[src/hw/rtl/rc5_pkg.sv]
package rc5_pkg;

    // default sizes, the top level hands them down as parameters
    localparam int DEF_MAX_KEY_BYTES = 256;
    localparam int DEF_MAX_ROUNDS    = 255;
    localparam int MAX_WORD_BITS     = 64;

    // widths of command fields, sized for the largest legal parameters
    localparam int KS_POS_W  = 9;
    localparam int KW_ADDR_W = 7;
    localparam int RK_IDX_W  = 10;
    localparam int ROW_W     = 8;

    // word size codes
    localparam logic [1:0] WS_16 = 2'd0;
    localparam logic [1:0] WS_32 = 2'd1;
    localparam logic [1:0] WS_64 = 2'd2;

    // transaction actions
    localparam logic [2:0] ACT_STORE   = 3'd0;
    localparam logic [2:0] ACT_EXPAND  = 3'd1;
    localparam logic [2:0] ACT_LOAD_IV = 3'd2;
    localparam logic [2:0] ACT_ENCRYPT = 3'd3;
    localparam logic [2:0] ACT_DECRYPT = 3'd4;

    // configuration register indexes
    localparam logic [2:0] REG_WORD_SIZE  = 3'd0;
    localparam logic [2:0] REG_ROUNDS     = 3'd1;
    localparam logic [2:0] REG_KEY_LENGTH = 3'd2;
    localparam logic [2:0] REG_CHAIN_MODE = 3'd3;

    // magic constants
    localparam logic [63:0] P64 = 64'hB7E151628AED2A6B;
    localparam logic [63:0] Q64 = 64'h9E3779B97F4A7C15;
    localparam logic [31:0] P32 = 32'hb7e15163;
    localparam logic [31:0] Q32 = 32'h9e3779b9;
    localparam logic [15:0] P16 = 16'hb7e1;
    localparam logic [15:0] Q16 = 16'h9e37;
    localparam logic [5:0]  MIX_ROT = 6'd3;

    typedef enum logic [4:0] {
        DP_NOP,
        DP_STORE,
        DP_EXPAND,
        DP_LOAD_IV,
        DP_LOAD_ENC,
        DP_LOAD_DEC,
        DP_PK_ACC,
        DP_INIT_STEP,
        DP_MX_A,
        DP_MX_S,
        DP_MX_B,
        DP_EN_PRE,
        DP_EN_A,
        DP_EN_B,
        DP_DE_B,
        DP_DE_A,
        DP_FIN_ENC,
        DP_FIN_DEC,
        DP_OUT
    } dp_op_t;

    typedef struct packed {
        dp_op_t                 op;
        logic                   rk_rd;
        logic [ROW_W-1:0]       rk_row;
        logic [RK_IDX_W-1:0]    rk_idx;
        logic                   kw_rd;
        logic [KW_ADDR_W-1:0]   kw_addr;
        logic                   ks_rd;
        logic [KS_POS_W-1:0]    ks_pos;
        logic [2:0]             byte_k;
        logic                   byte_ok;
        logic                   pk_last;
    } dp_cmd_t;

    // word size code after the width cap
    function automatic logic [1:0] eff_ws(input logic [1:0] ws);
        logic [1:0] r;
        r = ws;
        if (ws != WS_16 && ws != WS_32) begin
            r = WS_64;
        end
        if (r == WS_64 && MAX_WORD_BITS < 64) begin
            r = (MAX_WORD_BITS >= 32) ? WS_32 : WS_16;
        end
        if (r == WS_32 && MAX_WORD_BITS < 32) begin
            r = WS_16;
        end
        return r;
    endfunction

    function automatic logic [63:0] wmask(input logic [1:0] ws);
        logic [63:0] m;
        case (ws)
            WS_16:   m = 64'h000000000000FFFF;
            WS_32:   m = 64'h00000000FFFFFFFF;
            default: m = 64'hFFFFFFFFFFFFFFFF;
        endcase
        return m;
    endfunction

    function automatic logic [63:0] rotl(input logic [63:0] x, input logic [5:0] n,
                                         input logic [1:0] ws);
        logic [31:0]  t16;
        logic [63:0]  t32;
        logic [127:0] t64;
        logic [63:0]  r;
        t16 = {x[15:0], x[15:0]} << n[3:0];
        t32 = {x[31:0], x[31:0]} << n[4:0];
        t64 = {x, x} << n;
        case (ws)
            WS_16:   r = {48'd0, t16[31:16]};
            WS_32:   r = {32'd0, t32[63:32]};
            default: r = t64[127:64];
        endcase
        return r;
    endfunction

    function automatic logic [63:0] rotr(input logic [63:0] x, input logic [5:0] n,
                                         input logic [1:0] ws);
        logic [31:0]  t16;
        logic [63:0]  t32;
        logic [127:0] t64;
        logic [63:0]  r;
        t16 = {x[15:0], x[15:0]} >> n[3:0];
        t32 = {x[31:0], x[31:0]} >> n[4:0];
        t64 = {x, x} >> n;
        case (ws)
            WS_16:   r = {48'd0, t16[15:0]};
            WS_32:   r = {32'd0, t32[31:0]};
            default: r = t64[63:0];
        endcase
        return r;
    endfunction

endpackage

[src/hw/rtl/rc5_ctrl.sv]
module rc5_ctrl #(
    parameter int MAX_KEY_BYTES = rc5_pkg::DEF_MAX_KEY_BYTES,
    parameter int MAX_ROUNDS    = rc5_pkg::DEF_MAX_ROUNDS
) (
    input  logic             clk,
    input  logic             rst_n,
    input  logic             in_valid,
    output logic             in_ready,
    input  logic [2:0]       action,
    input  logic [1:0]       ws,
    input  logic [7:0]       rounds,
    input  logic [7:0]       key_length,
    output logic             out_valid,
    input  logic             out_ready,
    output rc5_pkg::dp_cmd_t cmd
);

    localparam int KWD = (MAX_KEY_BYTES + 1) / 2;

    typedef enum logic [3:0] {
        ST_IDLE, ST_PK_RD, ST_PK_ACC, ST_INIT, ST_MX_RD, ST_MX_A, ST_MX_S, ST_MX_B,
        ST_EN_PRE, ST_EN_A, ST_EN_B, ST_DE_B, ST_DE_A, ST_FIN_ENC, ST_FIN_DEC, ST_OUT
    } state_t;

    state_t      state_reg;
    logic [8:0]  pos_reg;
    logic [2:0]  k_reg;
    logic [6:0]  j_reg;
    logic [9:0]  i_reg;
    logic [11:0] step_reg;
    logic [7:0]  rnd_reg;
    logic        out_valid_reg;

    logic        accept, out_free;
    logic [7:0]  r_sat;
    logic [8:0]  b_sat;
    logic [2:0]  u_last;
    logic [1:0]  lgu;
    logic [9:0]  c_raw, c_val, t_val, mx;
    logic [11:0] n_val;

    always_comb
    begin
        r_sat = (rounds > 8'(MAX_ROUNDS)) ? 8'(MAX_ROUNDS) : rounds;
        b_sat = ({1'b0, key_length} > 9'(MAX_KEY_BYTES)) ? 9'(MAX_KEY_BYTES)
                                                           : {1'b0, key_length};
        case (ws)
            rc5_pkg::WS_16:
            begin
                u_last = 3'd1;
                lgu = 2'd1;
            end
            rc5_pkg::WS_32:
            begin
                u_last = 3'd3;
                lgu = 2'd2;
            end
            default:
            begin
                u_last = 3'd7;
                lgu = 2'd3;
            end
        endcase
        c_raw = ({1'b0, b_sat} + {7'd0, u_last}) >> lgu;
        c_val = (c_raw == 10'd0) ? 10'd1 : c_raw;
        if (c_val > 10'(KWD))
        begin
            c_val = 10'(KWD);
        end
        t_val = {1'b0, r_sat, 1'b0} + 10'd2;
        mx = (t_val > c_val) ? t_val : c_val;
        n_val = {2'd0, mx} + {1'b0, mx, 1'b0};
    end

    assign in_ready  = (state_reg == ST_IDLE);
    assign accept    = in_valid && in_ready;
    assign out_free  = !out_valid_reg || out_ready;
    assign out_valid = out_valid_reg;

    always_comb
    begin
        cmd = '0;
        cmd.op = rc5_pkg::DP_NOP;
        cmd.ks_pos = pos_reg;
        cmd.byte_k = k_reg;
        cmd.kw_addr = j_reg;
        cmd.rk_idx = i_reg;
        case (state_reg)
            ST_IDLE:
            begin
                if (accept)
                begin
                    case (action)
                        rc5_pkg::ACT_STORE:   cmd.op = rc5_pkg::DP_STORE;
                        rc5_pkg::ACT_EXPAND:  cmd.op = rc5_pkg::DP_EXPAND;
                        rc5_pkg::ACT_LOAD_IV: cmd.op = rc5_pkg::DP_LOAD_IV;
                        rc5_pkg::ACT_ENCRYPT:
                        begin
                            cmd.op = rc5_pkg::DP_LOAD_ENC;
                            cmd.rk_rd = 1'b1;
                            cmd.rk_row = '0;
                        end
                        rc5_pkg::ACT_DECRYPT:
                        begin
                            cmd.op = rc5_pkg::DP_LOAD_DEC;
                            cmd.rk_rd = 1'b1;
                            cmd.rk_row = r_sat;
                        end
                        default: cmd.op = rc5_pkg::DP_NOP;
                    endcase
                end
            end
            ST_PK_RD: cmd.ks_rd = 1'b1;
            ST_PK_ACC:
            begin
                cmd.op = rc5_pkg::DP_PK_ACC;
                cmd.byte_ok = (pos_reg < b_sat);
                cmd.pk_last = (k_reg == u_last);
            end
            ST_INIT: cmd.op = rc5_pkg::DP_INIT_STEP;
            ST_MX_RD:
            begin
                cmd.rk_rd = 1'b1;
                cmd.rk_row = i_reg[8:1];
                cmd.kw_rd = 1'b1;
            end
            ST_MX_A: cmd.op = rc5_pkg::DP_MX_A;
            ST_MX_S: cmd.op = rc5_pkg::DP_MX_S;
            ST_MX_B: cmd.op = rc5_pkg::DP_MX_B;
            ST_EN_PRE:
            begin
                cmd.op = rc5_pkg::DP_EN_PRE;
                cmd.rk_rd = (r_sat != 8'd0);
                cmd.rk_row = 8'd1;
            end
            ST_EN_A: cmd.op = rc5_pkg::DP_EN_A;
            ST_EN_B:
            begin
                cmd.op = rc5_pkg::DP_EN_B;
                cmd.rk_rd = (rnd_reg != r_sat);
                cmd.rk_row = rnd_reg + 8'd1;
            end
            ST_DE_B: cmd.op = rc5_pkg::DP_DE_B;
            ST_DE_A:
            begin
                cmd.op = rc5_pkg::DP_DE_A;
                cmd.rk_rd = 1'b1;
                cmd.rk_row = rnd_reg - 8'd1;
            end
            ST_FIN_ENC: cmd.op = rc5_pkg::DP_FIN_ENC;
            ST_FIN_DEC: cmd.op = rc5_pkg::DP_FIN_DEC;
            ST_OUT:
            begin
                if (out_free)
                begin
                    cmd.op = rc5_pkg::DP_OUT;
                end
            end
            default: cmd.op = rc5_pkg::DP_NOP;
        endcase
    end

    always_ff @(posedge clk or negedge rst_n)
    begin
        if (!rst_n)
        begin
            state_reg <= ST_IDLE;
            pos_reg <= '0;
            k_reg <= '0;
            j_reg <= '0;
            i_reg <= '0;
            step_reg <= '0;
            rnd_reg <= '0;
            out_valid_reg <= 1'b0;
        end
        else
        begin
            if (out_valid_reg && out_ready)
            begin
                out_valid_reg <= 1'b0;
            end
            case (state_reg)
                ST_IDLE:
                begin
                    if (accept)
                    begin
                        case (action)
                            rc5_pkg::ACT_EXPAND:
                            begin
                                pos_reg <= '0;
                                k_reg <= '0;
                                j_reg <= '0;
                                state_reg <= ST_PK_RD;
                            end
                            rc5_pkg::ACT_ENCRYPT:
                            begin
                                rnd_reg <= 8'd1;
                                state_reg <= ST_EN_PRE;
                            end
                            rc5_pkg::ACT_DECRYPT:
                            begin
                                rnd_reg <= r_sat;
                                state_reg <= (r_sat == 8'd0) ? ST_FIN_DEC : ST_DE_B;
                            end
                            default: state_reg <= ST_IDLE;
                        endcase
                    end
                end
                ST_PK_RD: state_reg <= ST_PK_ACC;
                ST_PK_ACC:
                begin
                    pos_reg <= pos_reg + 9'd1;
                    state_reg <= ST_PK_RD;
                    if (k_reg == u_last)
                    begin
                        k_reg <= '0;
                        if ({3'd0, j_reg} == c_val - 10'd1)
                        begin
                            i_reg <= '0;
                            state_reg <= ST_INIT;
                        end
                        else
                        begin
                            j_reg <= j_reg + 7'd1;
                        end
                    end
                    else
                    begin
                        k_reg <= k_reg + 3'd1;
                    end
                end
                ST_INIT:
                begin
                    if (i_reg == t_val - 10'd1)
                    begin
                        i_reg <= '0;
                        j_reg <= '0;
                        step_reg <= '0;
                        state_reg <= ST_MX_RD;
                    end
                    else
                    begin
                        i_reg <= i_reg + 10'd1;
                    end
                end
                ST_MX_RD: state_reg <= ST_MX_A;
                ST_MX_A:  state_reg <= ST_MX_S;
                ST_MX_S:  state_reg <= ST_MX_B;
                ST_MX_B:
                begin
                    if (step_reg == n_val - 12'd1)
                    begin
                        state_reg <= ST_IDLE;
                    end
                    else
                    begin
                        step_reg <= step_reg + 12'd1;
                        i_reg <= (i_reg == t_val - 10'd1) ? 10'd0 : i_reg + 10'd1;
                        j_reg <= ({3'd0, j_reg} == c_val - 10'd1) ? 7'd0 : j_reg + 7'd1;
                        state_reg <= ST_MX_RD;
                    end
                end
                ST_EN_PRE: state_reg <= (r_sat == 8'd0) ? ST_FIN_ENC : ST_EN_A;
                ST_EN_A:   state_reg <= ST_EN_B;
                ST_EN_B:
                begin
                    if (rnd_reg == r_sat)
                    begin
                        state_reg <= ST_FIN_ENC;
                    end
                    else
                    begin
                        rnd_reg <= rnd_reg + 8'd1;
                        state_reg <= ST_EN_A;
                    end
                end
                ST_DE_B: state_reg <= ST_DE_A;
                ST_DE_A:
                begin
                    if (rnd_reg == 8'd1)
                    begin
                        state_reg <= ST_FIN_DEC;
                    end
                    else
                    begin
                        rnd_reg <= rnd_reg - 8'd1;
                        state_reg <= ST_DE_B;
                    end
                end
                ST_FIN_ENC: state_reg <= ST_OUT;
                ST_FIN_DEC: state_reg <= ST_OUT;
                ST_OUT:
                begin
                    if (out_free)
                    begin
                        out_valid_reg <= 1'b1;
                        state_reg <= ST_IDLE;
                    end
                end
                default: state_reg <= ST_IDLE;
            endcase
        end
    end

    a_cipher_busy: assert property (@(posedge clk) disable iff (!rst_n)
        (accept && (action == rc5_pkg::ACT_ENCRYPT || action == rc5_pkg::ACT_DECRYPT))
        |=> (state_reg != ST_IDLE))
        else $error("cipher transaction did not start");

    a_out_load: assert property (@(posedge clk) disable iff (!rst_n)
        (state_reg == ST_OUT && out_free) |=> out_valid_reg)
        else $error("result not presented");

    a_mix_index: assert property (@(posedge clk) disable iff (!rst_n)
        (state_reg == ST_MX_A) |-> (i_reg < t_val))
        else $error("round key index out of range");

    a_key_word_index: assert property (@(posedge clk) disable iff (!rst_n)
        (state_reg == ST_MX_B || state_reg == ST_PK_ACC) |-> ({3'd0, j_reg} < c_val))
        else $error("key word index out of range");

endmodule

[config.mk]
export PLATFORM = sky130hd
export DESIGN_NAME = rc5_ctrl
export DESIGN_NICKNAME = d
export VERILOG_FILES = /design/src/hw/rtl/rc5_pkg.sv /design/src/hw/rtl/rc5_ctrl.sv
export SDC_FILE = /design/constraint.sdc
export NUM_CORES = 1
export LEC_CHECK = 0
export BUFFER_PORTS_ARGS = -buffer_cell sky130_fd_sc_hd__buf_2
export CORE_MARGIN = 3
export CORE_UTILIZATION = 60
export DETAILED_ROUTE_END_ITERATION = 8
export PLACE_DENSITY = 0.83
export SLEW_MARGIN = 20
export SYNTH_ARGS = -nofsm -noshare
export SYNTH_HDL_FRONTEND = slang
export SYNTH_SLANG_ARGS = --single-unit
[constraint.sdc]
create_clock -name clk -period 4.3 [get_ports clk]
set_input_delay 0.645 -clock clk [delete_from_list [all_inputs] [get_ports clk]]
set_output_delay 0.645 -clock clk [all_outputs]
set_load 0.02 [all_outputs]
# Word-level counts from Yosys, hierarchy flattened
# Cells that the tools add are included.
[totals]
ff_bits = 54
in_bits = 25
output_inout_bits = 49
elab_cells = 146
[classes]
add_sub_neg = 13
order_cmp = 5
n_eq_ne = 38
n_shift = 1
n_mux = 59
n_reduce_logical = 22
[op_table]
columns = ["cell", "n"]
rows = [
  ["10-bit 2-to-1 mux", 7],
  ["5-bit one-hot mux with 14 select lines", 1],
  ["4-bit one-hot mux with 15 select lines", 1],
  ["7-bit 2-to-1 mux", 7],
  ["9-bit one-hot mux with 5 select lines", 1],
  ["9-bit one-hot mux with 2 select lines", 2],
  ["4-bit equality test (second input constant)", 8],
  ["8-bit 2-to-1 mux", 4],
  ["10-bit one-hot mux with 3 select lines", 1],
  ["7-bit one-hot mux with 4 select lines", 1],
  ["9-bit 2-to-1 mux", 3],
  ["12-bit 2-to-1 mux", 2],
  ["3-bit 2-to-1 mux", 8],
  ["12-bit one-hot mux with 2 select lines", 1],
  ["8-bit one-hot mux with 3 select lines", 1],
  ["10-bit by 1-bit subtractor with 10-bit output (second input constant)", 2],
  ["4-bit by 3-bit equality test with 1-bit output (second input constant)", 4],
  ["2-bit != test (second input constant)", 8],
  ["8-bit one-hot mux with 2 select lines", 1],
  ["3-bit one-hot mux with 5 select lines", 1],
  ["14-bit 2-to-1 mux", 1],
  ["10-bit by 11-bit adder with 12-bit output", 1],
  ["12-bit by 1-bit adder with 12-bit output (second input constant)", 1],
  ["12-bit equality test", 1],
  ["53 further kinds", 70],
]

# Depth between registers and ports, before layout
[logic_depth]
depth_word = 15
mapped_depth = 36
mapped_depth_nobuf = 30

# Worst setup path after synthesis
# Ideal clock, no wire load.
[synth_path]
kind = "input port to flip-flop"
start = "in ws[1]"
end = "reg j_reg[5]"
setup_ps = 126
arrival_time_ps = 7354
t_required_ps = 4174
setup_slack_ps = -3180
path_stages = 34
path_cell_list = "clkbuf_1 nor2_1 inv_1 fa_1 a21oi_2 o221ai_1 a221oi_2 ha_1 nand4_1 nor2_1 a221oi_1 and3_1 clkbuf_1 a21oi_1 buf_1 nor2_1 a21oi_1 ha_1 inv_1 ha_1 clkbuf_1 xor2_1 nor2_1 a221oi_1 nand4_1 nor4_1 o211a_1 nand2_1 o31a_1 or4_1 clkbuf_1 and3_1 buf_6 a221o_1"
[synth_between]
elab_chain_len = 15
[synth_lines]
columns = ["item", "line_no", "text"]
rows = [
  ["start, declared", "rc5_ctrl.sv:10", "input logic [1:0] ws,"],
  ["2-bit by 1-bit equality test with 1-bit output or 2-bit zero test (tied branches)", "rc5_ctrl.sv:47", "case (ws)"],
  ["3-bit one-hot mux with 2 select lines", "rc5_ctrl.sv:47", ""],
  ["9-bit by 3-bit adder with 10-bit output", "rc5_ctrl.sv:64", "c_raw = ({1'b0, b_sat} + {7'd0, u_last}) >> lgu;"],
  ["10-bit by 2-bit right shift with 10-bit output", "rc5_ctrl.sv:64", ""],
  ["10-bit zero test", "rc5_ctrl.sv:65", "c_val = (c_raw == 10'd0) ? 10'd1 : c_raw;"],
  ["10-bit 2-to-1 mux", "rc5_ctrl.sv:65", ""],
  ["10-bit by 8-bit greater-than comparator with 1-bit output", "rc5_ctrl.sv:66", "if (c_val > 10'(KWD))"],
  ["10-bit 2-to-1 mux", "rc5_ctrl.sv:66", ""],
  ["10-bit greater-than comparator", "rc5_ctrl.sv:71", "mx = (t_val > c_val) ? t_val : c_val;"],
  ["10-bit 2-to-1 mux", "rc5_ctrl.sv:71", ""],
  ["10-bit by 11-bit adder with 12-bit output", "rc5_ctrl.sv:72", "n_val = {2'd0, mx} + {1'b0, mx, 1'b0};"],
  ["12-bit by 1-bit subtractor with 12-bit output", "rc5_ctrl.sv:251", "if (step_reg == n_val - 12'd1)"],
  ["12-bit equality test", "rc5_ctrl.sv:251", ""],
  ["2-bit != test (no source line)", "-", ""],
  ["7-bit AND reduction (no source line)", "-", ""],
  ["end signal, assigned", "rc5_ctrl.sv:224", "j_reg <= j_reg + 7'd1;"],
  ["end signal, assigned", "rc5_ctrl.sv:259", "j_reg <= ({3'd0, j_reg} == c_val - 10'd1) ? 7'd0 : j_reg + 7'd1;"],
  ["end, declared", "rc5_ctrl.sv:28", "logic [6:0] j_reg;"],
]
# Parallel ways exist; a longest one is shown, timed or not. The select of a mux whose other input is x is not followed.
# A chain may end at the register's enable or synchronous reset.

# Worst setup path in the final report
[layout_path]
start = "in ws[0]"
end = "reg j_reg[6]"
# Same word-level chain as after synthesis.

==> metrics.cfg <==
[logic_synthesis]
syn_inst = 884
synth.avg_cell_area_sq_um = 7.516
ys_warn_count = 0
syn_nets = 956
synthArstFlopShare = 1.000
synthFlopType = dfrtp_1
synth_cell_types = 91
synth_edf_count = 0
seq_area_frac_synth = 0.2034
synthesis.area_sq_um = 6644
synth_seq_cells = 54

[timing]
slew-limit-headroom = 0.2920
fin_crit_sh = 1.648
min_period_ns = 7.086
finalHoldViolations = 0
hold_ws_ns = 0.2430
setup_viol = 31
finClkSkew_ns = 0.01384
tightest_slew_ns = 1.054
fin_tns_setup_ns = -79.07
maxSlewViolCount = 0
rsz0062_at_grt = yes
max_freq_mhz = 141.1
fin_ws_ns = -2.786

[clock_network]
root_buffer = clkbuf_8
clk_latency_ns = 0.33
clk_pin_slew_ns = 0.10
cts_htree_levels = 2
cts_tree = done
cts_sinks = 54
cts_buffers = 5
cts_buffer_depth = 2
holdBufCountCts = 0

[worst_setup_path]
cpMaxStageDelayCell = or4_4
arrival_ns = 7.29
crit_type = input port to register
cp_max_fo = 7
max_stage_delay_ns = 0.57
worst_ep_required_time_ns = 4.51
cp-end-kind = register
start_kind = input port

[floorplan]
die-area_sq_um = 12370
ios = 74
die_h_microns = 111.2
initial_core_util = 0.6294
die_w_microns = 111.2
fp-row-count = 37
coreArea_sq_um = 10560

[finish]
diodes = 0
num-fill-cells = 453
design_area_sq_um = 9454
utilization = 0.8957
nets = 1182
instances_no_fill = 1247
drive_above_1_share = 0.3627
largest_register_ffs = 12
area_delta_synth_final_pct = 42.30

[place]
io_buffers = 73
dpl_cell_area_sq_um = 8396
dp.cells = 1206
place_ws_ns = -2.795
dpl.hpwl_microns = 18430
globalplace.congestion = 0.9967

[global_route]
grt_pass1_wl_microns = 42910
grt_start_max_net_pins = 38
grt_pass1_vias = 8535
antenna_found_initial = 0
grt_overflow_total = 0
grt_usage = 0.4149

[drt]
vias = 9625
wl_per_cell_microns = 26.75
drt_iter0_markers = 1892
drc = 0
ant_nets = 0
wl_microns = 33360
drtPass1Iterations = 8
post_drt_via_cell_ratio = 7.719

[worst_hold_path]
hp-class = input port to async pin

[power_and_ir_drop]
vdd_drop_max_mv = 0.5325
power_density_nw_per_um2 = 492.4
power.total_mw = 4.655
p_leak_nw = 4.247

[run_status]
violations = setup timing
status = complete, but fails checks

[job]
max_cap_violations = 0

worst paths after layout:
check	depth (start not counted)	from	slack, ns	endpoint
setup / recovery	28	ws[0]	-2.79	j_reg[6]
hold / removal	1	rst_n	0.24	state_reg[3]
setup reg to reg	11	step_reg[11]	0.73	j_reg[6]
hold reg to reg	1	i_reg[9]	0.55	i_reg[9]
max in group asynchronous	2	rst_n	3.19	i_reg[1]
min in group clk	1	i_reg[9]	0.55	i_reg[9]
repair_timing:
item,4_1_cts,5_1_grt
setup buffers,12,20
endpoints found under the setup margin,31,31
endpoints found under the hold margin,0,0
resized for setup,80,54
gates cloned,2,0
pin swaps,32,23
cell usage after synthesis (4+ instances only):
library cell	n	area share
nand3_1	41	0.031
o2111ai_1	6	0.0079
nor4b_1	4	0.0053
a31oi_1	24	0.023
a211oi_1	6	0.0068
or3_1	18	0.017
or2_2	4	0.0038
nand2_1	79	0.045
o21ai_0	41	0.031
o211ai_1	9	0.010
o31ai_1	6	0.0068
nand3b_1	5	0.0057
xor2_1	30	0.040
xnor2_1	18	0.024
ha_1	45	0.085
nor2b_1	12	0.011
o21ai_1	4	0.0030
a211o_1	4	0.0053
a21oi_1	68	0.051
and2_1	6	0.0057
a21o_1	9	0.010
mux2i_1	12	0.018
o21a_1	6	0.0068
o22ai_1	4	0.0038
a221oi_1	5	0.0066
nand2b_1	18	0.017
nor3_1	33	0.025
nand4_1	11	0.010
clkbuf_1	35	0.020
buf_1	4	0.0023
nor2_1	56	0.032
and3_1	23	0.022
a221o_1	9	0.014
a22o_1	5	0.0066
inv_1	49	0.028
or2_1	4	0.0038
buf_2	11	0.0083
or4_1	10	0.011
nor4_1	15	0.014
dfrtp_1	54	0.20
and4_1	4	0.0053
cells by family after synthesis:
group	synth area share
compound gates	0.2597
xor+xnor	0.06685
fa+ha+maj	0.09077
buf+inv	0.06252
flops	0.2034
mux	0.02316
other cells	0.0005644
simple gates	0.2930
cells in the final DEF, fill, tap and decap left out, drive strengths merged, types with 10 or more instances in the layout:
cell	n
nand2	79
mux2i	12
xor2	30
dfrtp	54
a21oi	70
nand3	41
a21o	10
nor3	34
nand4	12
nor2	56
nor4	16
nor2b	12
o21ai	45
buf	270
or3	18
xnor2	18
a31oi	24
ha	45
nand2b	18
inv	51
and3	23
or4	11
layout make-up:
cell class,count,area (sq um),share of cell area
clock buffers,7,76.32,0.008073
clock inverters,1,30.03,0.003176
inverters,51,198.9,0.02104
multi-input cells,728,5688,0.6016
flip-flops and latches,54,1351,0.1429
well taps,136,170.2,0.01800
repair buffers,270,1939,0.2051
where the power goes:
group | internal [mW] | total [mW] | switching (mW)
Combinational | 1.36 | 3.28 | 1.92
Sequential | 0.640 | 1.02 | 0.376
Clock | 0.175 | 0.356 | 0.181
Total | 2.18 | 4.66 | 2.48
critical path: cells and delay by family:
| family | cells | cell delay, ns |
|---|---|---|
| AO/OA/AOI/OAI | 11 | 2.88 |
| adder cells (fa/ha/maj) | 3 | 1.12 |
| buffers and inverters | 4 | 0.50 |
| AND/OR/NAND/NOR | 10 | 2.13 |
per-layer routing:
metal  global-route usage  vias up  wire length (microns)
met1               0.5099     4260                  10630
met2               0.6948     1192                  14400
met4               0.2360        0                   3543
met3              0.05731      432                   4784
met5                    0        -                      0
li1                     -     3741                      -
(Power assumes the default switching activity.)
